**src/design/rswtb_pkg.sv**
```systemverilog
// ----------------------------------------------------------------------------
// rswtb_pkg: shared types and constants of the record sorter
// Record formats, capacity and state codes of the sorter modules.
// ----------------------------------------------------------------------------
package rswtb_pkg;

  localparam int MaxRecords = 64;
  localparam int PosW       = 7;
  localparam int TolW       = 31;
  localparam int QDepth     = 2;

  typedef struct packed {
    logic [15:0]        row_index;
    logic [15:0]        col_index;
    logic signed [31:0] key_value;
    logic signed [31:0] weight_value;
    logic               batch_end;
  } in_item_t;

  typedef struct packed {
    logic [PosW-1:0]    arrival_position;
    logic [15:0]        out_row;
    logic [15:0]        out_col;
    logic signed [31:0] out_key;
    logic signed [31:0] out_weight;
    logic [PosW-1:0]    tie_block;
    logic               overflow_flag;
    logic               run_end;
  } out_item_t;

  typedef struct packed {
    logic [PosW-1:0]    pos;
    logic [15:0]        row;
    logic [15:0]        col;
    logic signed [31:0] key;
    logic signed [31:0] weight;
  } rec_t;

  typedef enum logic [1:0] {
    ST_INSERT = 2'b01,
    ST_DRAIN  = 2'b10
  } back_state_e;

endpackage

```
**src/design/rswtb_front.sv**
```systemverilog
// ----------------------------------------------------------------------------
// rswtb_front: input queue of the record sorter
// Takes command words and buffers them for the sorting chain.
// ----------------------------------------------------------------------------
module rswtb_front import rswtb_pkg::*; (
  input  logic     clk_i,
  input  logic     rst_ni,
  input  logic     start,
  output logic     busy,
  input  in_item_t in_i,
  output logic     q_valid_o,
  input  logic     q_ready_i,
  output in_item_t q_item_o
);

  localparam int PtrW = $clog2(QDepth);

  in_item_t          mem_q [QDepth];
  logic [PtrW-1:0]   wr_q, rd_q;
  logic [PtrW:0]     cnt_q, cnt_d;
  logic              push, pop;

  assign busy      = (cnt_q == (PtrW+1)'(QDepth));
  assign push      = start && !busy;
  assign q_valid_o = (cnt_q != '0);
  assign pop       = q_valid_o && q_ready_i;
  assign q_item_o  = mem_q[rd_q];

  always_comb begin
    cnt_d = cnt_q;
    if (push && !pop) cnt_d = cnt_q + 1'b1;
    else if (pop && !push) cnt_d = cnt_q - 1'b1;
  end

  always_ff @(posedge clk_i or negedge rst_ni) begin
    if (!rst_ni) begin
      wr_q  <= '0;
      rd_q  <= '0;
      cnt_q <= '0;
    end else begin
      cnt_q <= cnt_d;
      if (push) wr_q <= wr_q + 1'b1;
      if (pop) rd_q <= rd_q + 1'b1;
    end
  end

  always_ff @(posedge clk_i) begin
    if (push) mem_q[wr_q] <= in_i;
  end

endmodule

```
**config.mk**
```make
export PLATFORM = sky130hd
export DESIGN_NAME = rswtb_front
export DESIGN_NICKNAME = d
export VERILOG_FILES = /design/src/design/rswtb_pkg.sv /design/src/design/rswtb_front.sv
export SDC_FILE = /design/constraint.sdc
export NUM_CORES = 1
export LEC_CHECK = 0
export BUFFER_PORTS_ARGS = -buffer_cell sky130_fd_sc_hd__buf_2
export CAP_MARGIN = 20
export CORE_MARGIN = 2
export CORE_UTILIZATION = 35
export CTS_CLUSTER_SIZE = 20
export DETAILED_ROUTE_END_ITERATION = 8
export PLACE_DENSITY = 0.53
export SLEW_MARGIN = 5
export SYNTH_ARGS = -nofsm -noshare
export SYNTH_HDL_FRONTEND = slang
export SYNTH_SLANG_ARGS = --single-unit
export TNS_END_PERCENT = 10
```
**constraint.sdc**
```tcl
create_clock -name clk_i -period 6.9 [get_ports clk_i]
set_input_delay 1.035 -clock clk_i [delete_from_list [all_inputs] [get_ports clk_i]]
set_output_delay 1.035 -clock clk_i [all_outputs]
set_load 0.01 [all_outputs]
```
Yosys cells after proc, flatten, opt, wreduce, memory -nomap -nowiden
Memories as Yosys holds them, arrays and structs flattened. Cells that the tools add are included.

$add $sub $neg: 4. Eq/ne operators: 1. Mux-type cells: 4. Reductions and logical operators: 9.

Operator list (count): $logic_and 1x1->1 (4); $mux 2 (2); $reduce_bool 2->1 (2); $logic_not 1->1 (3); $add 1x1->1 const B (2); $add 2x1->2 const B (1); $eq 2x2->1 const B (1); $mux 1 (2); $sub 2x1->2 const B (1).

Memories: 1. Bits in writable memories: 194. Output and inout bits: 99. Input port bits: 101. Register bits: 4. Logic and storage cells: 22.

Memories: mem_q (depth 2, width 97, read ports 1, clocked after Yosys merged registers in 0, wr ports 1, line rswtb_front.sv:18) `in_item_t mem_q [QDepth];`.

Depth between registers and ports, before layout
Gate-level depths: netlist of run 1.

Depth after elaboration: 7. Mapped depth: 7.

Worst setup path after synthesis of run 1
OpenSTA, ideal clock, no wires.

Kind: input to register. Start: in start. End: mem mem_q[0][0] (netlist bit) (enable). Data required time: 6.347 ns. Slack: 1.184 ns. Buffers on the path: 0. Stages on the path: 2. Arrival: 5.162 ns. Cell sequence: nand2_1 > nor2_1.

Longest elaborated chain between the ends: 3.

Ends and longest elaborated chain: start: declaration (line rswtb_front.sv:8) `input logic start,`; $logic_and 1x1->1 (line rswtb_front.sv:24) `assign push = start && !busy;`; $mux 1 (line rswtb_front.sv:48) `if (push) mem_q[wr_q] <= in_i;`; $mux 1 (implied by the code) (line rswtb_front.sv:48); end: declaration (line rswtb_front.sv:18).

No other way between the ends.

==> out/metrics.yaml, run 1 <==
cts.clk_slew.worst_paths_ps: 70
startpoint_type: "flop"
synth_fp_nets: 423
clockPowerShare: 0.250
synth.distinct_cells: 15
synth_ff_type: "edfxtp_1"
yosysTopAreaCell: "edfxtp_1"
hold_path.class: "primary input to async pin"
avgSynthCellArea_um2: 22.7
clockBufferDepth: 2
drc: 0
layout-drive-gt1-share: 0.617
seq_power_share: 0.462
drv_cap: 0
switching_share: 0.297
max_stage_delay_ps: 880
synth_top_family_by_area: "multiplexers"
synthSimpleGateAreaFrac: 0.00465
crit_type: "flop to output pin"
dp_hpwl_mm: 9.03
maxSlewViolCount: 0
rsz0062_at_grt: "no"
power_switching_mw: 1.13
htreeDepth: 4
syn_inst: 321
ys_seq_area_frac: 0.815
port_buffers: 199
post-route-period-util: 0.530
combinationalPowerShare: 0.288
root_buffer: "clkbuf_16"
cts_resized: 0
skew_ps: 12.0
cts_tree: "yes"
grt_pass1_wl_mm: 20.9
coreArea_um2: 20300
met1_length_mm: 5.57
cts_sinks: 198
power_leakage_nw: 3.46
wl_met2_mm: 6.70
via_per_inst: 4.47
critical-path-top-delay-family: "flip-flops"
die_w_um: 148
synth.most_common_cell: "edfxtp_1"
cts_hold_buf: 0
cts_made_buffers: 17
grt_pass1_vias: 3927
finalSetupViolCount: 0
synth_xor_area_frac: 0.00602
syn_area_um2: 7270
worstMarginPinSlew_ps: 856
power_density_nw_per_um2: 417
avgRoutedWirePerCell_um: 16.8
grt_max_degree: 59
vias: 3654
io_pins: 200
dpl_cell_area_um2: 8590
synth_edf_count: 194
post-place-ws_ps: 3600
dieHeight_um: 148
crit_required_ps: 5860
gp_congestion: 0.702
worstPathArrival_ps: 2620
synth.area.top_cells: "edfxtp_1, mux2_2, mux2_4"
dr_wl_met3_mm: 1.28
ir_drop_mv: 0.244
grt_usage: 0.127
grt_antenna_before_repair: 6
hold_slack_ps: 404
num_rows: 52
initial_utilization: 0.358
dr.max_layer_used: "met5"
worstPathCellList: "buf_4 -> mux2_2 -> buf_2"
syn_to_final_growth_pct: 26.0
synthAdderAreaFrac: 0.00172
p_int_mw: 2.69
status: "finished, final reports clean"
critical_path.max_fanout: 51
fin_crit_ps: 3660
dieArea_um2: 21900
synthTopCellsByCount: "edfxtp_1, mux2_2, mux2_4"
dr.pass1.iters: 4
cts_setup_buffers: 0
synth-compound-area-share: 0
drt.antenna.violating_nets: 0
setup_tns_ps: 0
fin_area_um2: 9160
drtIter0Drc: 168
grt_overflow_total: 0
drt-total-wl_mm: 13.7
critPathBufInv: 2
relSlewSlack: 0.429
muxShareOfSynthArea: 0.161
yosysWarningCount: 0
nets: 634
cp_slowest_cell: "dfrtp_4"
hold_viol_final: 0
fmax_mhz: 273
synth_top_area_frac: 0.801
total_power_mw: 3.82
insertion_delay_ps: 430
ys_seq_elements: 198
final.setup.worst_slack_ps: 3240
synthArstFlopShare: 0.0202
cp-end-kind: "output pin"
cell usage in the layout, fill, tap and decap left out, types with 3 or more instances in the layout:
| cell | n |
|---|---|
| buf_2 | 199 |
| edfxtp_1 | 194 |
| mux2_2 | 77 |
| mux2_4 | 20 |
| clkbuf_16 | 17 |
| clkinv_2 | 4 |
| xnor2_1 | 3 |
| inv_8 | 3 |
| inv_6 | 3 |
| dfrtp_1 | 3 |
| buf_4 | 3 |
per-stage QoR:
step,instances,util
finish,817,0.451
global route,815,0.451
CTS,815,0.451
detailed placement,783,0.423
global placement,782,0.422
floorplan,321,-
worst reg2reg max path, delay by kind of cell, from the launching register on:
kind | cells | cell delay, ps
buffers and inverters | 2 | 880
flip-flops | 1 | 410
AND/OR/NAND/NOR | 3 | 880
layer usage:
layer,global-route usage,vias up
met5,0,-
met2,0.211,142
met1,0.147,1795
li1,-,1695
met4,0.0343,8
met3,0.0632,14
power by group through the flow:
stage | Combinational (mW) | Clock [mW] | Sequential [mW]
finish | 1.10 | 0.953 | 1.77
global route | 1.19 | 1.03 | 1.80
CTS | 1.14 | 0.983 | 1.77
detailed placement | 1.13 | 0 | 1.80
global placement | 1.11 | 0 | 1.79
floorplan | 0.773 | 0 | 1.75
path summary, 6_finish.rpt:
kind | startpoint | slack, ps | endpoint | depth (start not counted)
worst max-delay path | rd_q | 3240 | q_item_o[15] | 3
worst min-delay path | rst_ni | 400 | rd_q | 1
worst max register to register | cnt_q[0] | 4240 | mem_q[0][4] | 5
worst min register to register | cnt_q[1] | 500 | cnt_q[1] | 1
max in group asynchronous | rst_ni | 6360 | rd_q | 1
min in group clk_i | cnt_q[1] | 500 | cnt_q[1] | 1
logic make-up after synthesis:
family                     after synthesis
and+or+nand+nor                          7
buffers and inverters                   13
xor gates and xnor gates                 5
muxes                                   97
DFF                                    198
adders and majority gates                1
registers in the layout, indices dropped and copies added, names as in the netlist:
signal,flops
rd_q,1
cnt_q,2
mem_q,194
wr_q,1
cell type report:
type	instances	area (µm²)
Antenna cell	2	5.00
Clock buffer	17	425
Clock inverter	15	143
Fill cell	1846	11100
Inverter	2	7.51
Multi-Input combinational cell	110	1270
Sequential cell	198	5930
Tap cell	270	338
Timing Repair Buffer	203	1050
Power figures use the tool's default switching activity.
==> inputs of run 2 (changes only) <==
PLACE_DENSITY = 0.55   (was 0.53)
clock period = 3.2 ns   (was 6.9 ns; I/O delays follow)
==> run 2 against run 1 <==
  * Clock power increased by 110%
  * Critical path type unchanged
  * Flip-flop and latch count unchanged
  * Core utilization about the same
==> out/metrics.yaml, run 2 (synthesis results as in run 1) <==
cp-end-kind: "output pin"  # unchanged
grt_antenna_before_repair: 1  # was 6
root_buffer: "clkbuf_16"  # unchanged
top_register: "mem_q"  # unchanged
holdPathEnd: "mem_q[0][15]"
gp_congestion: 0.706  # was 0.702
num_rows: 52  # unchanged
fmax_mhz: 423
cts_tree: "yes"  # unchanged
cts_made_buffers: 17  # unchanged
syn_to_final_growth_pct: 26.0  # about the same
drt-total-wl_mm: 13.5  # was 13.7 mm
timing.rr.start: "cnt_q[0]"  # unchanged
total_power_mw: 8.15  # was 3.82 mW
final_common_cell: "buf_2"  # unchanged
skew_ps: 10.8  # was 12.0 ps
crit_type: "flop to output pin"  # unchanged
insertion_delay_ps: 420  # was 430 ps
clockBufferDepth: 2  # unchanged
initial_utilization: 0.358  # unchanged
hold_path.class: "primary input to flop"  # was primary input to async pin
maxSlewViolCount: 0  # unchanged
grt_overflow_total: 0  # unchanged
port_buffers: 199  # unchanged
ir_drop_mv: 0.426  # was 0.244 mV
dieArea_um2: 21900  # unchanged
grt_usage: 0.124  # was 0.127
relSlewSlack: 0.463  # was 0.429
setup_tns_ps: 0  # unchanged
top_regs: "mem_q x194, cnt_q x2"  # unchanged
post-route-period-util: 0.739
dr.pass1.iters: 4  # unchanged
worstHoldPathCells: 1
reg2regPathDepth: 4  # was 5
drtIter0Drc: 131  # was 168
drc: 0  # unchanged
dp_hpwl_mm: 8.94  # was 9.03 mm
critical_path.max_fanout: 38  # was 51
drt.antenna.violating_nets: 0  # unchanged
reg2reg_to: "mem_q[0][83]"  # was mem_q[0][4]
layout-drive-gt1-share: 0.609  # was 0.617
cts.clk_slew.worst_paths_ps: 70  # about the same
die_w_um: 148  # unchanged
worstMarginPinSlew_ps: 805  # was 856 ps
nets: 637  # was 634
dieHeight_um: 148  # unchanged
power_density_nw_per_um2: 890  # was 417 nW/µm²
htreeDepth: 4  # unchanged
rsz0062_at_grt: "no"  # unchanged
largest_reg_flops: 194  # unchanged
coreArea_um2: 20300  # unchanged
power_leakage_nw: 3.46  # about the same
crit_required_ps: 2720  # was 5860 ps
cts_sinks: 198  # unchanged
worstPathArrival_ps: 1890  # was 2620 ps
grt_max_degree: 61  # was 59
finalSetupViolCount: 0  # unchanged
hold_start: "in_i[15]"
status: "finished, final reports clean"  # unchanged
utilization: 0.451  # about the same
grt_pass1_wl_mm: 20.5  # was 20.9 mm
hold_viol_final: 0  # unchanged
vias: 3612  # was 3654
reg2reg_slack_ps: 1300  # was 4240 ps
grt_pass1_vias: 4003  # was 3927
num-fill-cells: 1824  # was 1846
avgRoutedWirePerCell_um: 16.5  # was 16.8 µm
fin_crit_ps: 2370
via_per_inst: 4.42  # was 4.47
startpoint_type: "flop"  # unchanged
mostFrequentLayoutCells: "buf_2, edfxtp_1, mux2_2"  # unchanged
cts_setup_buffers: 0  # unchanged
io_pins: 200  # unchanged
drv_cap: 0  # unchanged
run 2: repair_timing:
action	CTS	global route
hold buffers	1	0
endpoints found under the hold margin	4	0
gates resized for setup	0	0
endpoints found under the setup margin	0	0
run 2: final cells by class:
cell class	count	area, µm²	share of cell area
Sequential cell	198	5930	0.647
Multi-Input combinational cell	110	1270	0.139
Timing Repair Buffer	206	1080	0.117
Clock buffer	18	429	0.0469
Tap cell	270	338	0.0369
Clock inverter	13	106	0.0116
Inverter	2	7.51	0.000820
Antenna cell	1	2.50	0.000273
run 2: report_power, final:
group / switching [mW] / internal (mW) / total [mW]
Combinational: 1.33 / 1.17 / 2.50
Sequential: 0.143 / 3.55 / 3.69
Clock: 0.898 / 1.06 / 1.96
run 2: stage by stage:
stage	area (µm²)	hold slack, ps	instances	setup slack [ps]
after global routing	9160	220	818	726
final	9160	247	818	834
after CTS	9160	220	817	801
after detailed placement	8610	304	785	1270
after global placement	8610	292	785	1310
after floorplan	7280	184	321	-94.8
run 2: how the worst max path moves through the flow:
stage | startpoint | end | slack [ps] | depth (start not counted)
after detailed placement | rd_q | q_item_o[96] | 1270 | 3
after global placement | rd_q | q_item_o[96] | 1310 | 3
after global routing | rd_q | q_item_o[96] | 730 | 3
after CTS | rd_q | q_item_o[96] | 800 | 3
after floorplan | cnt_q[0] | mem_q[1][0] | -90 | 2
final | rd_q | q_item_o[96] | 830 | 3
run 2: worst max-delay path: stages (launching register included):
cell	delay, ps
dfrtp_4	430
buf_4	460
mux2_2	410
buf_2	140
run 2: per-layer routing:
layer	global-route usage	up-vias	routed length, µm
met2	0.215	130	6670
li1	-	1691	-
met1	0.136	1775	5490
met3	0.0448	16	1010
met4	0.0562	0	301
met5	0	-	0
